File: src/rtl/core/bld_pkg.sv
// ============================================================================
// bld_pkg
// Shared types and constants of the breakpoint linearizer with deadband.
// ============================================================================
package bld_pkg;

   // Curve geometry and data widths.
   localparam int PTS    = 6;
   localparam int DATA_W = 16;

   // Valid channel range.
   localparam logic [3:0] CH_MIN = 4'd1;
   localparam logic [3:0] CH_MAX = 4'd8;

   // Configuration register indexes.
   localparam logic [2:0] CSR_X_LOW    = 3'd0;
   localparam logic [2:0] CSR_X_HIGH   = 3'd1;
   localparam logic [2:0] CSR_Y_LOW    = 3'd2;
   localparam logic [2:0] CSR_Y_HIGH   = 3'd3;
   localparam logic [2:0] CSR_DEADBAND = 3'd4;

   // Register values after reset: x = 0,10,20,30,40,50 and y = 0,200,...,1000.
   localparam logic [63:0] X_LOW_RST    = 64'h001E_0014_000A_0000;
   localparam logic [31:0] X_HIGH_RST   = 32'h0032_0028;
   localparam logic [63:0] Y_LOW_RST    = 64'h0258_0190_00C8_0000;
   localparam logic [31:0] Y_HIGH_RST   = 32'h03E8_0320;
   localparam logic [15:0] DEADBAND_RST = 16'd20;

   // All breakpoints of one axis, point 0 in the lowest bits.
   typedef logic [PTS-1:0][DATA_W-1:0] bld_pts_type;

   // Control word that rides along with every item.
   typedef struct packed {
      logic              ch_ok;      // channel in the valid range
      logic              direct;     // result taken straight from a breakpoint
      logic [DATA_W-1:0] direct_val; // that breakpoint value
      logic              neg;        // segment slope is negative
      logic [DATA_W-1:0] yb;         // value at the upper breakpoint
      logic [DATA_W-1:0] prev;       // previously reported value
   } bld_ctl_type;

   // Output of the segment select stage.
   typedef struct packed {
      bld_ctl_type       ctl;
      logic [DATA_W-1:0] den;  // x[i] - x[i-1]
      logic [DATA_W-1:0] mag;  // |y[i] - y[i-1]|
      logic [DATA_W-1:0] t;    // x[i] - sample
   } bld_seg_type;

   // Output of the multiplier stage.
   typedef struct packed {
      bld_ctl_type         ctl;
      logic [DATA_W-1:0]   den;
      logic [2*DATA_W-1:0] prod;
   } bld_prod_type;

   // Partial division state between divider stages.
   typedef struct packed {
      bld_ctl_type       ctl;
      logic [DATA_W-1:0] den;
      logic [DATA_W-1:0] rem;   // running remainder, always below den
      logic [DATA_W-1:0] rest;  // dividend bits not yet shifted in
      logic [DATA_W-1:0] quo;   // quotient bits so far
   } bld_div_type;

endpackage

File: src/rtl/core/bld_seg.sv
// ============================================================================
// bld_seg
// Segment select stage: finds the breakpoint interval of the sample and
// registers the operands of the interpolation.
// ============================================================================
module bld_seg (
   input  logic                 clock,
   input  logic                 en,
   input  bld_pkg::bld_pts_type x_pts,
   input  bld_pkg::bld_pts_type y_pts,
   input  logic [3:0]           channel,
   input  logic [15:0]          sample,
   input  logic [15:0]          prev,
   output bld_pkg::bld_seg_type seg_ff
);
   import bld_pkg::*;

   logic              found;
   logic [2:0]        idx;
   logic [2:0]        idx_lo;
   logic [DATA_W-1:0] xa;
   logic [DATA_W-1:0] xb;
   logic [DATA_W-1:0] ya;
   logic [DATA_W-1:0] yb;
   bld_seg_type       seg_in;

   // First breakpoint at or above the sample; the lowest match wins.
   always_comb begin
      found = 1'b0;
      idx   = 3'd0;
      for (int k = PTS - 1; k >= 0; k--) begin
         if (sample <= x_pts[k]) begin
            found = 1'b1;
            idx   = 3'(k);
         end
      end
   end

   // Operands of the chosen segment.
   always_comb begin
      idx_lo = (idx == 3'd0) ? 3'd0 : idx - 3'd1;
      xa     = x_pts[idx_lo];
      xb     = x_pts[idx];
      ya     = y_pts[idx_lo];
      yb     = y_pts[idx];

      seg_in.ctl.ch_ok      = (channel >= CH_MIN) && (channel <= CH_MAX);
      seg_in.ctl.direct     = !found || (idx == 3'd0);
      seg_in.ctl.direct_val = found ? y_pts[0] : y_pts[PTS-1];
      seg_in.ctl.neg        = (yb < ya);
      seg_in.ctl.yb         = yb;
      seg_in.ctl.prev       = prev;
      seg_in.den            = xb - xa;
      seg_in.mag            = (yb < ya) ? (ya - yb) : (yb - ya);
      seg_in.t              = xb - sample;
   end

   // Stage register.
   always_ff @(posedge clock) begin
      if (en) begin
         seg_ff <= seg_in;
      end
   end

endmodule

File: src/rtl/core/bld_div.sv
// ============================================================================
// bld_div
// One stage of the pipelined restoring divider: resolves STEPS quotient bits
// of the product divided by the segment width.
// ============================================================================
module bld_div #(
   parameter int STEPS = 4
) (
   input  logic                 clock,
   input  logic                 en,
   input  bld_pkg::bld_div_type d_in,
   output bld_pkg::bld_div_type d_ff
);
   import bld_pkg::*;

   bld_div_type d_in_next;

   // Shift in one dividend bit per step and subtract where it fits.
   always_comb begin
      logic [DATA_W:0] rem_wide;
      bld_div_type     cur;
      cur = d_in;
      for (int s = 0; s < STEPS; s++) begin
         rem_wide = {cur.rem, cur.rest[DATA_W-1]};
         cur.rest = {cur.rest[DATA_W-2:0], 1'b0};
         if (rem_wide >= {1'b0, cur.den}) begin
            cur.rem = DATA_W'(rem_wide - {1'b0, cur.den});
            cur.quo = {cur.quo[DATA_W-2:0], 1'b1};
         end else begin
            cur.rem = rem_wide[DATA_W-1:0];
            cur.quo = {cur.quo[DATA_W-2:0], 1'b0};
         end
      end
      d_in_next = cur;
   end

   // Stage register.
   always_ff @(posedge clock) begin
      if (en) begin
         d_ff <= d_in_next;
      end
   end

endmodule

File: src/rtl/core/bld_out.sv
// ============================================================================
// bld_out
// Result stages: applies the floored quotient to the upper breakpoint value,
// then compares against the previous value for the deadband.
// ============================================================================
module bld_out (
   input  logic                 clock,
   input  logic [1:0]           en,
   input  bld_pkg::bld_div_type d_in,
   input  logic [15:0]          deadband,
   output logic [15:0]          value_ff,
   output logic                 held_ff
);
   import bld_pkg::*;

   logic signed [DATA_W+1:0] sum;
   logic [DATA_W-1:0]        nv_in;
   logic [DATA_W-1:0]        nv_ff;
   bld_ctl_type              ctl_ff;
   logic [DATA_W-1:0]        diff;
   logic                     held_in;
   logic [DATA_W-1:0]        value_in;

   // A rising segment rounds the subtracted part up, a falling one adds the
   // floored quotient.
   always_comb begin
      if (d_in.ctl.neg) begin
         sum = $signed({2'b00, d_in.ctl.yb}) + $signed({2'b00, d_in.quo});
      end else begin
         sum = $signed({2'b00, d_in.ctl.yb}) - $signed({2'b00, d_in.quo})
               - $signed({17'd0, (d_in.rem != '0)});
      end
      if (d_in.ctl.direct) begin
         nv_in = d_in.ctl.direct_val;
      end else if (sum < 0) begin
         nv_in = '0;
      end else if (sum > $signed(18'd65535)) begin
         nv_in = '1;
      end else begin
         nv_in = sum[DATA_W-1:0];
      end
   end

   always_ff @(posedge clock) begin
      if (en[0]) begin
         nv_ff  <= nv_in;
         ctl_ff <= d_in.ctl;
      end
   end

   // Deadband against the previously reported value.
   always_comb begin
      diff     = (ctl_ff.prev > nv_ff) ? (ctl_ff.prev - nv_ff) : (nv_ff - ctl_ff.prev);
      held_in  = ctl_ff.ch_ok && (diff <= deadband);
      if (!ctl_ff.ch_ok) begin
         value_in = '0;
      end else if (held_in) begin
         value_in = ctl_ff.prev;
      end else begin
         value_in = nv_ff;
      end
   end

   always_ff @(posedge clock) begin
      if (en[1]) begin
         value_ff <= value_in;
         held_ff  <= held_in;
      end
   end

endmodule

File: src/rtl/core/breakpoint_linearizer_deadband.sv
// ============================================================================
// breakpoint_linearizer_deadband
// Six-point piecewise linear calibration of raw samples with a deadband.
// ============================================================================
// Usage:
// Items enter on the req_ stream: channel in req_tuser, sample and previous
// value in req_tdata. Each item yields exactly one result on the rsp_ stream:
// the linearized value in rsp_tdata and the held flag in rsp_tuser.
// Channels outside 1..8 give value 0 with held clear.
// The curve and the deadband are written through the csr_ channel, which is
// always ready; write it only while no transaction is in flight.
// From input transaction to rsp_tvalid an item passes through segment
// select, a 16x16 multiplier, the divider stages at DIV_BITS quotient bits
// each, the result stage and the deadband output register. One item is
// accepted every cycle as long as the receiver keeps up with the results.
// When the receiver stalls, valid items pile up toward the output and empty
// stages keep taking new items; req_tready drops only once every stage is
// full. Reset clears all stage valid bits and restores the default curve
// (x = 0..50 in steps of 10, y = 0..1000 in steps of 200, deadband 20).
// ============================================================================
module breakpoint_linearizer_deadband #(
   parameter int DIV_BITS = 4
) (
   input  logic        clock,
   input  logic        reset,
   // Input stream.
   input  logic        req_tvalid,
   output logic        req_tready,
   input  logic [31:0] req_tdata,   // [15:0] sample, [31:16] previous_value
   input  logic [3:0]  req_tuser,   // [3:0] channel
   // Result stream.
   output logic        rsp_tvalid,
   input  logic        rsp_tready,
   output logic [15:0] rsp_tdata,   // [15:0] value
   output logic        rsp_tuser,   // [0] held
   // Configuration writes.
   input  logic        csr_valid,
   output logic        csr_ready,
   input  logic [2:0]  csr_index,
   input  logic [63:0] csr_data
);
   import bld_pkg::*;

   localparam int DIV_STAGES = DATA_W / DIV_BITS;
   localparam int NS         = DIV_STAGES + 4;

   logic [63:0]  x_low_ff;
   logic [31:0]  x_high_ff;
   logic [63:0]  y_low_ff;
   logic [31:0]  y_high_ff;
   logic [15:0]  deadband_ff;
   bld_pts_type  x_pts;
   bld_pts_type  y_pts;

   logic [NS-1:0] en;
   logic [NS-1:0] vld_in;
   logic [NS-1:0] vld_ff;

   bld_seg_type  seg_ff;
   bld_prod_type prod_in;
   bld_prod_type prod_ff;
   bld_div_type  div_d [DIV_STAGES+1];

   // Configuration registers.
   assign csr_ready = 1'b1;

   always_ff @(posedge clock) begin
      if (reset) begin
         x_low_ff    <= X_LOW_RST;
         x_high_ff   <= X_HIGH_RST;
         y_low_ff    <= Y_LOW_RST;
         y_high_ff   <= Y_HIGH_RST;
         deadband_ff <= DEADBAND_RST;
      end else if (csr_valid && csr_ready) begin
         case (csr_index)
            CSR_X_LOW:    x_low_ff    <= csr_data;
            CSR_X_HIGH:   x_high_ff   <= csr_data[31:0];
            CSR_Y_LOW:    y_low_ff    <= csr_data;
            CSR_Y_HIGH:   y_high_ff   <= csr_data[31:0];
            CSR_DEADBAND: deadband_ff <= csr_data[15:0];
            default: ;
         endcase
      end
   end

   assign x_pts = {x_high_ff, x_low_ff};
   assign y_pts = {y_high_ff, y_low_ff};

   // Stage enables: a stage moves when it is empty or the next one moves.
   always_comb begin
      en[NS-1] = !vld_ff[NS-1] || rsp_tready;
      for (int k = NS - 2; k >= 0; k--) begin
         en[k] = !vld_ff[k] || en[k+1];
      end
   end

   assign req_tready = en[0];

   // Valid bits travel with the data.
   always_comb begin
      vld_in[0] = en[0] ? req_tvalid : vld_ff[0];
      for (int k = 1; k < NS; k++) begin
         vld_in[k] = en[k] ? vld_ff[k-1] : vld_ff[k];
      end
   end

   always_ff @(posedge clock) begin
      if (reset) begin
         vld_ff <= '0;
      end else begin
         vld_ff <= vld_in;
      end
   end

   // Segment select.
   bld_seg u_seg (
      .clock   (clock),
      .en      (en[0]),
      .x_pts   (x_pts),
      .y_pts   (y_pts),
      .channel (req_tuser),
      .sample  (req_tdata[15:0]),
      .prev    (req_tdata[31:16]),
      .seg_ff  (seg_ff)
   );

   // Product of slope magnitude and distance to the upper breakpoint.
   always_comb begin
      prod_in.ctl  = seg_ff.ctl;
      prod_in.den  = seg_ff.den;
      prod_in.prod = (2*DATA_W)'(seg_ff.mag) * (2*DATA_W)'(seg_ff.t);
   end

   always_ff @(posedge clock) begin
      if (en[1]) begin
         prod_ff <= prod_in;
      end
   end

   // The product stays below den * 2^16, so its upper half seeds the remainder.
   always_comb begin
      div_d[0].ctl  = prod_ff.ctl;
      div_d[0].den  = prod_ff.den;
      div_d[0].rem  = prod_ff.prod[2*DATA_W-1:DATA_W];
      div_d[0].rest = prod_ff.prod[DATA_W-1:0];
      div_d[0].quo  = '0;
   end

   // Divider pipeline.
   for (genvar g = 0; g < DIV_STAGES; g++) begin : g_div
      bld_div #(
         .STEPS (DIV_BITS)
      ) u_div (
         .clock (clock),
         .en    (en[2+g]),
         .d_in  (div_d[g]),
         .d_ff  (div_d[g+1])
      );
   end

   // Result and deadband stages.
   bld_out u_out (
      .clock    (clock),
      .en       (en[NS-1:NS-2]),
      .d_in     (div_d[DIV_STAGES]),
      .deadband (deadband_ff),
      .value_ff (rsp_tdata),
      .held_ff  (rsp_tuser)
   );

   assign rsp_tvalid = vld_ff[NS-1];

   // A full pipeline facing a stalled receiver takes no new transaction.
   a_full_stall: assert property (@(posedge clock) disable iff (reset)
      ((&vld_ff) && !rsp_tready) |-> !req_tready)
      else $error("input accepted while every stage is full and stalled");

   // An accepted transaction occupies the first stage on the next cycle.
   a_accept_lands: assert property (@(posedge clock) disable iff (reset)
      (req_tvalid && req_tready) |=> vld_ff[0])
      else $error("accepted transaction did not reach the first stage");

   // The divider remainder stays below the segment width for interpolated items.
   a_div_rem: assert property (@(posedge clock) disable iff (reset)
      (vld_ff[NS-3] && !div_d[DIV_STAGES].ctl.direct)
         |-> (div_d[DIV_STAGES].rem < div_d[DIV_STAGES].den))
      else $error("divider remainder not below divisor");

endmodule

File: config.mk
export PLATFORM = sky130hd
export DESIGN_NAME = breakpoint_linearizer_deadband
export DESIGN_NICKNAME = d
export VERILOG_FILES = /design/src/rtl/core/bld_pkg.sv /design/src/rtl/core/bld_seg.sv /design/src/rtl/core/bld_div.sv /design/src/rtl/core/bld_out.sv /design/src/rtl/core/breakpoint_linearizer_deadband.sv
export SDC_FILE = /design/constraint.sdc
export NUM_CORES = 2
export LEC_CHECK = 0
export ABC_AREA = 1
export ABC_CLOCK_PERIOD_IN_PS = 11100
export BUFFER_PORTS_ARGS = -buffer_cell sky130_fd_sc_hd__buf_2
export CAP_MARGIN = 20
export CORE_MARGIN = 3
export CORE_UTILIZATION = 50
export DETAILED_ROUTE_END_ITERATION = 8
export GPL_TIMING_DRIVEN = 0
export PLACE_DENSITY = 0.67
export SLEW_MARGIN = 20
export SYNTH_ARGS = -nofsm -noshare
export SYNTH_HDL_FRONTEND = slang
export SYNTH_HIERARCHICAL = 1
export SYNTH_SLANG_ARGS = --single-unit
export TNS_END_PERCENT = 100
File: constraint.sdc
create_clock -name clock -period 11.1 [get_ports clock]
set_input_delay 1.11 -clock clock [delete_from_list [all_inputs] [get_ports clock]]
set_output_delay 1.11 -clock clock [all_outputs]
set_load 0.02 [all_outputs]
==> flow_summary_export.csv <==
group,metric,value,unit
outcome,status,"finished clean",
routing,drc_errors,0,
hold_path,hold_depth,0,
worst_setup_path,timing.reg2reg.worst_path_depth,49,
timing,rsz0062_at_grt,"false",
timing,hold_viol_final,0,
global_route,grt_pass1_wl,307000,µm
routing,ant_nets,0,
global_route,use_met2,0.469,
logic_synthesis,ys_warn_count,6,
cells_and_area,drive_gt1_frac,0.0779,
clock_tree,cts_setup_buffers,0,
clock_tree,clk_latency,0.71,ns
die,core.rowCount,133,
worst_setup_path,critPathCaptureType,"flip-flop",
cells_and_area,fill_cells,12400,
placed_design,routabilityCongestion,0.972,
worst_setup_path,crit_buf_inv,7,
clock_tree,clock-sinks,844,
global_route,grt_use_met3,0.0321,
routing,drt-initial-drc-count,5341,
clock_tree,htreeDepth,3,
timing,final_min_period_over_clock_period,0.854,
timing,setup_viol,0,
logic_synthesis,synthCells,8349,
worst_setup_path,crit_path_max_incr_delay,0.53,ns
timing,max_freq,105,MHz
cells_and_area,syn_to_final_growth,9.40,%
placed_design,post-place-ws,1.75,ns
clock_tree,cts_root_buf,"clkbuf_16",
clock_tree,cts_tree,"built",
cells_and_area,post-route-util,0.551,
timing,period_needed,9.48,ns
clock_tree,cts_made_buffers,89,
die,core_area,132000,µm²
global_route,track_usage,0.289,
global_route,antenna_found_initial,3,
placed_design,portBuffers,126,
die,io_pins,128,
placed_design,dp_hpwl,164000,µm
clock_tree,path_clk_slew,0.06,ns
worst_setup_path,critPathKind,"flip-flop to flip-flop",
cells_and_area,fin_nets,9515,
timing,relSlewSlack,0.421,
routing,wl,201000,µm
clock_tree,cts_resized,0,
die,die_h,370,µm
worst_setup_path,crit_top_cell,"nand2_1",
logic_synthesis,syn_nets,9277,
global_route,overflow,0,
global_route,grt_pass1_vias,53900,
timing,finalClockSkew,0.0611,ns
die,die_area,137000,µm²
worst_setup_path,cp_max_fo,10,
global_route,use_met1,0.389,
global_route,grt_start_max_net_pins,82,
worst_setup_path,cp_data_arrival_time,10.04,ns
worst_setup_path,required,11.66,ns
flow_run,drv_cap,0,
die,start_util,0.504,
logic_synthesis,avgSynthCellArea,7.95,µm²
timing,worst_pin_slew,0.859,ns
routing,wl_per_cell,19.3,µm
routing,firstDrtPassIters,8,
clock_tree,cts_max_path_buffers,3,
logic_synthesis,syn-cell-area,66300,µm²
worst_setup_path,critPathSlowestCell,"edfxtp_1",
worst_setup_path,crit_cells,49,
global_route,grt-busiest-layer,"met2",
routing,vias_per_cell,5.47,
hold_path,holdCritPathClass,"flip-flop to flip-flop",
worst_setup_path,start_kind,"flip-flop",
timing,drv_slew,0,
die,die_w,370,µm
timing,setup_ws,1.62,ns
routing,num_vias,57000,
worst_setup_path,path_delay_family,"simple AND/OR/NAND/NOR gates",
timing,tns,0,ns
clock_tree,cts_hold_buf,0,
[per-stage QoR]
| step | cells | hold WS (ns) | area [µm²] |
|---|---|---|---|
| after global routing | 10400 | 0.401 | 72600 |
| after detailed placement | 10300 | 0.405 | 69500 |
| after global placement | 10200 | 0.401 | 69200 |
| after CTS | 10400 | 0.386 | 72600 |
| after floorplan | 8349 | 0.400 | 66300 |
| final | 10400 | 0.391 | 72600 |
[final timing paths]
path	to	slack (ns)	start
max	g_div[2].u_div/d_ff[39]	1.62	g_div[1].u_div/d_ff[49]
min	div_d[512]	0.39	u_seg/seg_ff[36]
max reg2reg	g_div[2].u_div/d_ff[39]	1.62	g_div[1].u_div/d_ff[49]
min reg2reg	div_d[512]	0.39	u_seg/seg_ff[36]
[layout by cell type, fill, tap and decap left out, drive strengths merged, types with 11 or more instances in the layout]
cell and instances:
a21boi 16, clkbuf 246, a21o 37, ha 602, inv 1309, nand3b 21
a22oi 15, fa 218, a211oi 11, o21bai 13, o21ai 471, edfxtp 628
dfxtp 216, nor2 658, clkinv 39, nor3 46, a41oi 14, a32oi 16
xnor2 110, o21a 19, o211ai 32, buf 286, nand2 2297, nand3 440
nand4 102, o2111ai 21, a21oi 482, xor2 172, a31oi 46
[routing by layer]
layer / up-vias / wire (µm)
met2: 2085 / 92000
met5: - / 0
li1: 27700 / -
met4: 0 / 9950
met3: 464 / 12500
met1: 26800 / 86500
[layout make-up]
type                       count  area, µm²  share of cell area
clock inverter                52        644             0.00888
sequential                   844      23200               0.319
timing repair buffer         147        961              0.0132
multi-input combinational   5928      36800               0.507
clock buffer                 114       2390              0.0330
inverter                    1306       4920              0.0678
tap                         1755       2200              0.0303
buffer                       271       1470              0.0202
antenna                        3       7.51            0.000103
[state kept, by name (all words and copies together), names as in the netlist]
| signal | flops |
|---|---|
| x_low_ff | 64 |
| u_out/ctl_ff | 17 |
| u_out/nv_ff | 16 |
| deadband_ff | 16 |
| y_low_ff | 64 |
| x_high_ff | 32 |
| u_out/held_ff | 1 |
| u_seg/seg_ff | 99 |
| g_div.u_div/d_ff | 380 |
| y_high_ff | 32 |
| vld_ff | 8 |
| u_out/value_ff | 16 |
| div_d | 99 |
Power is not shown: default switching activity piles up to over one toggle a cycle in this logic, so the estimate is an artifact.
